### src/hdl/sma_pkg.sv
// Shared types and constants for the seeded moving average block.
// Used by the controller, the datapath and the top level.
package sma_pkg;

    localparam int SMA_MAX_WINDOW  = 256;
    localparam int SMA_SAMPLE_BITS = 32;
    localparam int LEN_W           = 9;
    localparam int DIVR_W          = LEN_W + 1;
    localparam int ADDR_W          = 3;

    localparam logic REG_MODE = 1'b0;
    localparam logic REG_LEN  = 1'b1;

    localparam logic [LEN_W-1:0] LEN_RESET = 9'd1;

    typedef enum logic [1:0] {
        PH_WAIT = 2'd0,
        PH_RUN  = 2'd1,
        PH_STOP = 2'd2
    } phase_t;

    typedef enum logic [5:0] {
        ST_IDLE   = 6'b000001,
        ST_CLASS  = 6'b000010,
        ST_WIN    = 6'b000100,
        ST_SUMCHK = 6'b001000,
        ST_DIV    = 6'b010000,
        ST_DONE   = 6'b100000
    } state_t;

    typedef struct packed {
        logic load;
        logic classify;
        logic win_upd;
        logic div_start;
        logic div_ema;
        logic div_take;
        logic emit;
    } cmd_t;

    typedef struct packed {
        logic go_none;
        logic go_ema;
        logic seen_full;
        logic div_done;
    } status_t;

endpackage

### src/hdl/sma_ctrl.sv
// Sequencing state machine for the seeded moving average block.
// Depends on sma_pkg; drives the datapath through sma_pkg::cmd_t.
module sma_ctrl (
    input  logic             aclk,
    input  logic             aresetn,
    input  logic             s_tvalid,
    output logic             s_tready,
    output logic             m_tvalid,
    input  logic             m_tready,
    input  sma_pkg::status_t st,
    output sma_pkg::cmd_t    cmd
);
    sma_pkg::state_t state_reg, state_next;
    logic            m_tvalid_reg, m_tvalid_next;

    always_comb begin
        state_next = state_reg;
        cmd        = '0;
        unique case (state_reg)
            sma_pkg::ST_IDLE: begin
                if (s_tvalid) begin
                    cmd.load   = 1'b1;
                    state_next = sma_pkg::ST_CLASS;
                end
            end
            sma_pkg::ST_CLASS: begin
                cmd.classify = 1'b1;
                if (st.go_none) begin
                    state_next = sma_pkg::ST_DONE;
                end else if (st.go_ema) begin
                    cmd.div_start = 1'b1;
                    cmd.div_ema   = 1'b1;
                    state_next    = sma_pkg::ST_DIV;
                end else begin
                    state_next = sma_pkg::ST_WIN;
                end
            end
            sma_pkg::ST_WIN: begin
                cmd.win_upd = 1'b1;
                state_next  = sma_pkg::ST_SUMCHK;
            end
            sma_pkg::ST_SUMCHK: begin
                if (st.seen_full) begin
                    cmd.div_start = 1'b1;
                    state_next    = sma_pkg::ST_DIV;
                end else begin
                    state_next = sma_pkg::ST_DONE;
                end
            end
            sma_pkg::ST_DIV: begin
                if (st.div_done) begin
                    cmd.div_take = 1'b1;
                    state_next   = sma_pkg::ST_DONE;
                end
            end
            sma_pkg::ST_DONE: begin
                if (!m_tvalid_reg || m_tready) begin
                    cmd.emit   = 1'b1;
                    state_next = sma_pkg::ST_IDLE;
                end
            end
            default: state_next = sma_pkg::ST_IDLE;
        endcase
        m_tvalid_next = cmd.emit ? 1'b1 : (m_tready ? 1'b0 : m_tvalid_reg);
    end

    always_ff @(posedge aclk) begin
        if (!aresetn) begin
            state_reg    <= sma_pkg::ST_IDLE;
            m_tvalid_reg <= 1'b0;
        end else begin
            state_reg    <= state_next;
            m_tvalid_reg <= m_tvalid_next;
        end
    end

    assign s_tready = (state_reg == sma_pkg::ST_IDLE);
    assign m_tvalid = m_tvalid_reg;

`ifndef SYNTHESIS
    a_accept_to_class: assert property (@(posedge aclk) disable iff (!aresetn)
        (s_tvalid && s_tready) |=> (state_reg == sma_pkg::ST_CLASS))
        else $error("accepted transaction did not enter classification");
    a_div_done_in_div: assert property (@(posedge aclk) disable iff (!aresetn)
        st.div_done |-> (state_reg == sma_pkg::ST_DIV))
        else $error("divider finished outside the divide state");
`endif

endmodule

### config.mk
export PLATFORM = sky130hd
export DESIGN_NAME = sma_ctrl
export DESIGN_NICKNAME = d
export VERILOG_FILES = /design/src/hdl/sma_pkg.sv /design/src/hdl/sma_ctrl.sv
export SDC_FILE = /design/constraint.sdc
export NUM_CORES = 1
export LEC_CHECK = 0
export BUFFER_PORTS_ARGS = -buffer_cell sky130_fd_sc_hd__clkbuf_2
export CORE_AREA = 2 2 39 41
export CTS_CLUSTER_DIAMETER = 150
export DETAILED_ROUTE_END_ITERATION = 16
export DIE_AREA = 0 0 41 43
export PLACE_DENSITY = 0.55
export SETUP_SLACK_MARGIN = 0.5
export SKIP_CTS_REPAIR_TIMING = 1
export SYNTH_ARGS = -nofsm -noshare
export SYNTH_HDL_FRONTEND = slang
export SYNTH_SLANG_ARGS = --single-unit
### constraint.sdc
create_clock -name aclk -period 1.8 [get_ports aclk]
set_clock_uncertainty 0.15 [all_clocks]
set_input_delay 0.36 -clock aclk [delete_from_list [all_inputs] [get_ports aclk]]
set_output_delay 0.36 -clock aclk [all_outputs]
set_load 0.01 [all_outputs]
=== Word level (Yosys, flattened, before mapping) ===
Index checks and enable logic that the tools add are counted.

* $add $sub $neg: 0
* Multipliers: 0
* Divide/modulo/power cells: 0
* $lt $le $gt $ge: 0
* Eq/ne operators: 9
* Shift-type cells: 0
* Mux-type cells: 22
* Bitwise gates (word level): 0
* Reductions and logical operators: 4

{| class="wikitable"
|+ Operators with widths
! cell !! number
|-
| $pmux W6 S6 || 1
|-
| $mux W6 || 5
|-
| $mux W1 || 12
|-
| $eq A6 B1 Y1 const B || 1
|-
| $eq A6 B2 Y1 const B || 1
|-
| $eq A6 B3 Y1 const B || 1
|-
| $eq A6 B4 Y1 const B || 1
|-
| $eq A6 B5 Y1 const B || 1
|-
| $eq A6 B6 Y1 const B || 1
|-
| $ne A2 B2 Y1 const B || 3
|-
| $mux W5 || 1
|-
| $mux W2 || 2
|-
| $reduce_and A3 Y1 || 1
|-
| $pmux W1 S2 || 1
|-
| $reduce_bool A2 Y1 || 1
|-
| $logic_not A1 Y1 || 1
|-
| $logic_or A1 B1 Y1 || 1
|}

* Register bits: 7
* Latch bits: 0
* Bits in writable memories: 0
* ROM bits: 0
* Output and inout bits: 9
* Memories kept: 0

=== Logic depth before layout (Yosys ltp) ===
Gate-level depths: netlist of run 1.

* Depth after elaboration: 5
* Mapped depth: 5

=== Worst setup path before layout of run 1 ===
Ideal clock, no wire load.

* Kind: reg2out
* Start: register state_reg[4]
* End: output cmd[4] (netlist name)
* Arrival: 1199 ps
* Data required time: 1290 ps
* Slack: 91 ps
* Cell stages (with the launch flop): 3
* Cells stage by stage: dfxtp_1 > or4_4 > nor3b_1

{| class="wikitable"
|+ RTL lines
! element !! RTL line !! text
|-
| start, declared || sma_ctrl.sv:13 || <nowiki>sma_pkg::state_t state_reg, state_next;</nowiki>
|-
| start signal, assigned || sma_ctrl.sv:69 || <nowiki>state_reg <= sma_pkg::ST_IDLE;</nowiki>
|-
| start signal, assigned || sma_ctrl.sv:72 || <nowiki>state_reg <= state_next;</nowiki>
|-
| end, declared || sma_ctrl.sv:11 || <nowiki>output sma_pkg::cmd_t cmd</nowiki>
|}

==> results of run 1 <==
-- cell usage after synthesis --
master / n
and3_1: 2
nor3b_1: 1
nor2b_1: 1
nand3_1: 3
xor2_1: 1
and2b_2: 3
o211ai_2: 1
and2_1: 3
o21a_1: 1
nor2_1: 5
inv_1: 6
nor3_1: 2
nor4_1: 2
or4_4: 1
nand2_1: 2
dfxtp_1: 7
or2b_2: 1
or2b_1: 1
a21oi_1: 2
a32oi_1: 1
a32o_1: 1
o21ai_0: 3
or3_1: 1
buf_4: 1
o211ai_1: 1
a31o_1: 1
-- worst register-to-register path, cell delays in order, from the launching register on --
cell and delay, ps:
dfxtp_2 320, or4_4 560, or3_1 380, o211ai_2 80, a31o_1 150
-- logic make-up after synthesis --
logic type             after synthesis  share of synthesized area (%)
AO/OA/AOI/OAI                       11                           18.7
buffers and inverters                7                           7.02
XOR/XNOR                             1                           2.05
AND/OR/NAND/NOR                     28                           39.5
flip-flops                           7                           32.7
-- cell type report --
cell class	instances	share of cell area (%)
Clock buffer	4	3.98
Inverter	6	3.41
Multi-Input combinational cell	40	48.1
Sequential cell	7	22.9
Tap cell	16	3.03
Timing Repair Buffer	20	18.6
-- power by group --
part | internal (mW) | switching, mW
Sequential | 0.160 | 0.00715
Clock | 0.0847 | 0.0592
Combinational | 0.0491 | 0.0432
-- worst paths after layout --
path                             startpoint                   endpoint  slack [ps]  cells after the start
setup / recovery  state_reg[0]$_SDFFE_PN1P_                     cmd[3]        -190                      4
hold / removal                        st[3]  state_reg[2]$_SDFFE_PN0P_         120                      2
setup reg to reg  state_reg[0]$_SDFFE_PN1P_  state_reg[5]$_SDFFE_PN0P_         110                      4
hold reg to reg   state_reg[5]$_SDFFE_PN0P_  state_reg[0]$_SDFFE_PN1P_         390                      2
-- metrics by stage --
| stage | cells | hold slack (ps) |
|---|---|---|
| floorplan | 54 | 281 |
| global placement | 85 | 392 |
| detailed placement | 85 | 397 |
| CTS | 89 | 123 |
| global route | 93 | 124 |
| finish | 93 | 123 |
-- per-layer routing --
metal	up-vias	share of wire (%)	global-route usage [%]
li1	236	-	-
met1	216	42	18.1
met2	13	50	18.1
met3	2	6.8	9.42
met4	0	1.4	6.00
met5	-	0	0
==> impl_metrics.tcl, run 1 <==
set metrics [dict create \
    grt_use_total_pct 14.2 \
    final_common_cell "clkbuf_2" \
    die_area_um2 1760 \
    cp-end-kind "output port" \
    diodes 0 \
    yosys_warnings 0 \
    ys_ff_latch 7 \
    layout_setup_ws_ps -185 \
    drt-wirelength-per-cell_um 11.3 \
    cpMaxStageDelayCell "or4_4" \
    largest_reg_flops 6 \
    clockBufferDepth 2 \
    die_x_um 41 \
    fin_tns_setup_ps -530 \
    synthCells 54 \
    dp_hpwl_um 793 \
    drive_gt1_share_pct 62.3 \
    multi_input_area_um2 318 \
    worstPathArrival_ps 1480 \
    cp_num_buf_inv 1 \
    period_share_pct 110 \
    routabilityCongestion 0.789 \
    mostFrequentLayoutCells "clkbuf_2 (11), dfxtp_2 (6), inv_1 (5), buf_4 (4)" \
    max_cap_violations 0 \
    synth_seq_area_share_pct 32.7 \
    ioPinCount 17 \
    num_rows 14 \
    grt_max_degree 8 \
    yosysTopAreaCell "dfxtp_1" \
    status "finished with violations" \
    critical_path_class "register to output port" \
    cp_top_family "simple AND/OR/NAND/NOR gates" \
    grt_overflow 0 \
    slew_headroom_pct 77.1 \
    total_power_uw 403 \
    place_ws_ps 45.6 \
    yosys.area.top_type_share_pct 32.7 \
    dr_total_vias 467 \
    cts_tree "done" \
    failed_checks "setup timing" \
    core-area_um2 1380 \
    final_antenna_net_count 0 \
    rsz0062_at_grt "true" \
    drt-initial-drc-count 9 \
    synth_area_leaders "dfxtp_1 (33%), and2b_2 (6.1%), inv_1 (5.3%)" \
    num-nets-final 86 \
    syn_avg_cell_area_um2 7.92 \
    synthToLayoutAreaGrowth_pct 54.4 \
    critPathLaunchType "register" \
    drv_slew 0 \
    grt_antenna_before_repair 0 \
    path_cells "or4_4 > nor2_2 > a32o_2 > buf_6" \
    setup-violations-final 7 \
    seq_area_um2 151 \
    port_buffers 16 \
    cts_made_buffers 3 \
    insertion_delay_ps 250 \
    final_core_util_pct 47.7 \
    syn_nets 62 \
    root_buffer "clkbuf_4" \
    ys_types 26 \
    grt_pass1_wl_um 1620 \
    stdcell_area_um2 661 \
    irDropWorstVdd_uv 515 \
    hold_class "primary input to register" \
    cp_max_fo 3 \
    required_ps 1290 \
    worst_slew_pin_slew_ps 342 \
    viasPerCell 5.02 \
    dr.pass1.iters 4 \
    initial_core_util_pct 30.9 \
    fillerInstances 145 \
    grt_pass1_vias 387 \
    hold_viol_final 0 \
    slowest_delay_ps 560 \
    leakage_nw 0.310 \
    h-tree-depth 1 \
    clk_pin_slew_worst_paths_ps 50 \
    p_per_area_nw_per_um2 611 \
    fmax_mhz 504 \
    place_area_um2 568 \
    wl_um 1050 \
    period_needed_ps 1990 \
    drcViolationCount 0 \
    die_h_um 43 \
    syn_area_um2 428 \
    clock-sinks 7 \
]
No activity file was read; power rests on OpenSTA's default activity.
==> run 2: changes to the inputs <==
Settings changed: ABC_AREA set to 1, HOLD_SLACK_MARGIN set to 0.08, PLACE_DENSITY 0.55 to 0.56.
==> run 2 against run 1 <==
Against the previous run: the flow still finishes with violations (setup timing); cell count grew 18%; largest power group unchanged; cell area is 3.4% higher; worst setup slack gained 150 ps; die area unchanged; fmax rose by 8.1%; clock power is 7% higher; non-clock buffer count up 4; routed wire length up 15%; via count up 13%; largest cell class unchanged; register-to-register slack better by 230 ps; area after synthesis is 3.2% higher.
==> impl_metrics.tcl, run 2 <==
set metrics [dict create \
    cts_tree "done" \
    synth_most_common_cell "inv_1" \
    final_core_util_pct 49.4 \
    worstPathArrival_ps 1330 \
    ys_ff_latch 7 \
    diodes 0 \
    worst_slew_pin_slew_ps 216 \
    wl_um 1210 \
    routabilityCongestion 0.759 \
    die_h_um 43 \
    cp-end-kind "output port" \
    status "finished with violations" \
    root_buffer "clkbuf_4" \
    synthCells 67 \
    dp_hpwl_um 811 \
    die_area_um2 1760 \
    critPathLaunchType "register" \
    grt_pass1_wl_um 1700 \
    drcViolationCount 0 \
    clk_pin_slew_worst_paths_ps 60 \
    core-area_um2 1380 \
    fin_tns_setup_ps -36.4 \
    grt_overflow 0 \
    hold_viol_final 0 \
    viasPerCell 4.81 \
    critical_path_class "register to output port" \
    syn_avg_cell_area_um2 6.59 \
    irDropWorstVdd_uv 332 \
    die_x_um 41 \
    final_common_cell "inv_1" \
    cp_max_fo 3 \
    period_share_pct 102 \
    clockBufferDepth 2 \
    clock-sinks 7 \
    h-tree-depth 1 \
    synthFlopType "dfxtp_1" \
    syn_nets 75 \
    drv_slew 0 \
    leakage_nw 0.379 \
    synthTopCellsByCount "inv_1 (15), nor2_1 (14), dfxtp_1 (7)" \
    seq_area_um2 153 \
    failed_checks "setup timing" \
    syn_area_um2 442 \
    largest_reg_flops 6 \
    num_rows 14 \
    synthArstFlopShare_pct 0 \
    synth_seq_area_share_pct 31.7 \
    slew_headroom_pct 85.5 \
    mostFrequentLayoutCells "inv_1 (14), nor2_1 (10), clkbuf_2 (10), buf_4 (8), nand4_1 (6)" \
    max_cap_violations 0 \
    yosysTopAreaCell "dfxtp_1" \
    initial_core_util_pct 31.9 \
    fillerInstances 136 \
    dr.pass1.iters 4 \
    final_antenna_net_count 0 \
    hold_class "primary input to register" \
    dr_total_vias 529 \
    drt-wirelength-per-cell_um 11.0 \
    grt_use_total_pct 15.3 \
    fmax_mhz 545 \
    drive_gt1_share_pct 52.1 \
    synth_area_leaders "dfxtp_1 (32%), inv_1 (13%), nor2_1 (12%)" \
    p_per_area_nw_per_um2 599 \
    multi_input_area_um2 272 \
    cts_made_buffers 3 \
    layout_setup_ws_ps -36.4 \
    yosys.area.top_type_share_pct 31.7 \
    setup-violations-final 1 \
    synthToLayoutAreaGrowth_pct 54.7 \
    ys_types 15 \
    synth_edf_count 0 \
    grt_max_degree 9 \
    grt_pass1_vias 404 \
    port_buffers 16 \
    drt-initial-drc-count 16 \
    rsz0062_at_grt "true" \
    yosys_warnings 0 \
    period_needed_ps 1840 \
    num-nets-final 103 \
    insertion_delay_ps 260 \
    grt_antenna_before_repair 0 \
    required_ps 1290 \
    ioPinCount 17 \
]
## run 2: cell types whose count changed in the layout (fill, tap and decap cells not counted), sizes merged, moves of 2 or more
cell / change
nand4: +6
nor2: +13
nand3: +6
or2b: -2
buf: +5
and3: -2
inv: +10
o211ai: -2
and2: -3
nand2: +4
o21ai: -3
and2b: -3
## run 2: worst max-delay path: stages (launching register included)
cell and delay (ps):
dfxtp_4 350, buf_4 130, nor2_1 190, nand4_1 190
nand2_2 100, buf_6 100
## run 2: final timing paths
check	end	from	cells past startpoint	slack, ps
worst max-delay path	cmd[3]	state_reg[2]$_SDFFE_PN0P_	5	-40
worst min-delay path	state_reg[2]$_SDFFE_PN0P_	st[3]	2	130
worst max register to register	state_reg[0]$_SDFFE_PN1P_	state_reg[2]$_SDFFE_PN0P_	8	340
worst min register to register	m_tvalid$_SDFFE_PN0P_	m_tvalid$_SDFFE_PN0P_	4	460
## run 2: cells by family (layout without fill, tap and decap cells)
group	count (synthesis)	after routing	synth area share (%)
AO/OA/AOI/OAI	1	1	1.13
buffers and inverters	17	44	15.3
flip-flops	7	7	31.7
AND/OR/NAND/NOR	42	42	51.8
## run 2: area by class of cell
type | count | share of cell area (%)
inverters | 16 | 8.79
clock buffers | 4 | 3.85
flip-flops and latches | 7 | 22.3
multi-input cells | 43 | 39.7
repair buffers | 24 | 22.3
well taps | 16 | 2.93
## run 2: per-stage QoR
step | power, mW | cell area (µm²) | std cells | worst slack, ps | hold slack (ps)
final | 0.409 | 683 | 110 | -36.4 | 130
after global routing | 0.441 | 683 | 110 | -137 | 128
after CTS | 0.407 | 594 | 102 | -12.9 | 133
after detailed placement | 0.248 | 568 | 98 | 277 | 417
after global placement | 0.248 | 568 | 98 | 306 | 428
after floorplan | 0.222 | 475 | 67 | 428 | 287
## run 2: layer usage
| layer | routed length (µm) | global-route usage [%] | share of wire [%] | vias up |
|---|---|---|---|---|
| met5 | 0 | 0 | 0 | - |
| met4 | 23 | 10.0 | 1.9 | 0 |
| met3 | 78 | 7.85 | 6.5 | 5 |
| met1 | 501 | 18.4 | 41 | 240 |
| li1 | - | - | - | 268 |
| met2 | 605 | 20.3 | 50 | 16 |
## run 2: power by group
part	total [mW]	switching [mW]	internal, mW
clock	0.154	0.0683	0.0853
combinational	0.0883	0.0516	0.0367
sequential	0.168	0.00714	0.160
==> run 3: changes to the inputs <==
Settings changed: PLACE_DENSITY 0.56 to not set.
==> run 3 against run 2 <==
Against the previous run: fmax up 5.3%; global-route usage shrank 2.6 points; cell area shrank 6.2%; worst setup slack improved by 92 ps; via count shrank 7.4%; flip-flop and latch count did not move; count of clock-buffer cells in the layout did not move; critical path depth rose by 1; the run now ends clean; routed wire length shrank 21%; register-to-register slack improved by 140 ps; highest routed layer unchanged; core utilization shrank 3.1 points; non-clock buffer count fell by 4.
==> impl_metrics.tcl, run 3 (synthesized netlist as in run 2, its figures left out) <==
set metrics [dict create \
    drive_gt1_share_pct 46.7 \
    grt_max_degree 9 \
    port_buffers 16 \
    grt_use_total_pct 12.7 \
    rr_worst_depth 7 \
    die_area_um2 1760 \
    fin_cells 106 \
    fmax_mhz 573 \
    whs_endpoint "state_reg[2]$_SDFFE_PN0P_" \
    r2r_setup_slack_ps 480 \
    seq_area_um2 145 \
    whs_ps 159 \
    fin_tns_setup_ps 0 \
    slowest_delay_ps 340 \
    max_cap_violations 0 \
    clockBufferDepth 2 \
    leakage_nw 0.358 \
    required_ps 1290 \
    total_power_uw 391 \
    h-tree-depth 1 \
    grt_pass1_wl_um 1480 \
    dp_hpwl_um 758 \
    status "completed" \
    core-area_um2 1380 \
    dp.cells 98 \
    setup-violations-final 0 \
    cts_made_buffers 3 \
    root_buffer "clkbuf_4" \
    routabilityCongestion 0.725 \
    path_cells "nor2_4 > nand3_2 > inv_2 > nand3_4 > nand2_2 > buf_6" \
    ioPinCount 17 \
    r2r-start "state_reg[0]$_SDFFE_PN1P_" \
    drcViolationCount 0 \
    hold_viol_final 0 \
    grt_overflow 0 \
    wl_um 957 \
    largest_reg_flops 6 \
    insertion_delay_ps 240 \
    cp-end-kind "output port" \
    hold_class "primary input to register" \
    viasPerCell 4.62 \
    drt-initial-drc-count 16 \
    period_needed_ps 1740 \
    irDropWorstVdd_uv 314 \
    drv_slew 0 \
    final_common_cell "inv_1" \
    die_h_um 43 \
    layout_setup_ws_ps 55.6 \
    final_antenna_net_count 0 \
    p_per_area_nw_per_um2 611 \
    fillerInstances 154 \
    cpMaxStageDelayCell "dfxtp_2" \
    rsz0062_at_grt "true" \
    drt-wirelength-per-cell_um 9.03 \
    clk_pin_slew_worst_paths_ps 50 \
    cp_max_fo 7 \
    num-nets-final 99 \
    period_share_pct 96.9 \
    num_rows 14 \
    dr.pass1.iters 4 \
    mostFrequentLayoutCells "inv_1 (14), clkbuf_2 (12), nor2_1 (10), nand4_1 (6)" \
    worstPathArrival_ps 1230 \
    critical_path_class "register to output port" \
    clock-sinks 7 \
    min_from "st[3]" \
    grt_antenna_before_repair 0 \
    slew_headroom_pct 84.6 \
    diodes 0 \
    dr_total_vias 490 \
    grt_pass1_vias 373 \
    die_x_um 41 \
    multi_input_area_um2 267 \
    worst_slew_pin_slew_ps 231 \
    initial_core_util_pct 31.9 \
    synthToLayoutAreaGrowth_pct 45.0 \
    r2r_end "state_reg[0]$_SDFFE_PN1P_" \
    place_ws_ps 295 \
    cts_tree "done" \
    min_path_cells 2 \
    critPathLaunchType "register" \
]
==> run 3: area by class of cell <==
class / count / share of cell area [%]
Multi-Input combinational cell: 43 / 41.6
Timing Repair Buffer: 20 / 19.1
Tap cell: 16 / 3.13
Inverter: 16 / 9.38
Clock buffer: 4 / 4.10
Sequential cell: 7 / 22.7
==> run 3: how the worst max path moves through the flow <==
| stage | start | endpoint | cells past startpoint |
|---|---|---|---|
| after CTS | state_reg[2]$_SDFFE_PN0P_ | cmd[3] | 6 |
| after detailed placement | state_reg[2]$_SDFFE_PN0P_ | cmd[3] | 6 |
| final | state_reg[2]$_SDFFE_PN0P_ | cmd[3] | 6 |
| after global placement | state_reg[2]$_SDFFE_PN0P_ | cmd[3] | 6 |
| after floorplan | state_reg[3]$_SDFFE_PN0P_ | cmd[3] | 5 |
| after global routing | state_reg[2]$_SDFFE_PN0P_ | cmd[3] | 6 |
==> run 3: per-stage QoR <==
step / util (%) / cell area [µm²]
final: 46.3 / 641
after detailed placement: 41.0 / 568
after floorplan: - / 475
after CTS: 42.9 / 594
after global placement: 41.0 / 568
after global routing: 46.3 / 641
==> run 3: critical path: cells and delay by family (launching register included) <==
kind | cells | cell delay [ps]
flip-flops | 1 | 340
buffers and inverters | 2 | 190
AND/OR/NAND/NOR | 4 | 470
==> run 3: power by group <==
group          total, mW  internal [mW]  switching [mW]
Clock              0.138         0.0843          0.0534
Combinational     0.0854         0.0364          0.0490
Sequential         0.168          0.161         0.00700
Total              0.391          0.282           0.109
==> run 3: per-layer routing <==
layer	vias up	part of all wire, %	global-route usage [%]
met5	-	0	0
met4	0	1.0	10.0
met3	2	6.2	3.14
met2	15	44	15.3
met1	211	49	18.1
li1	262	-	-
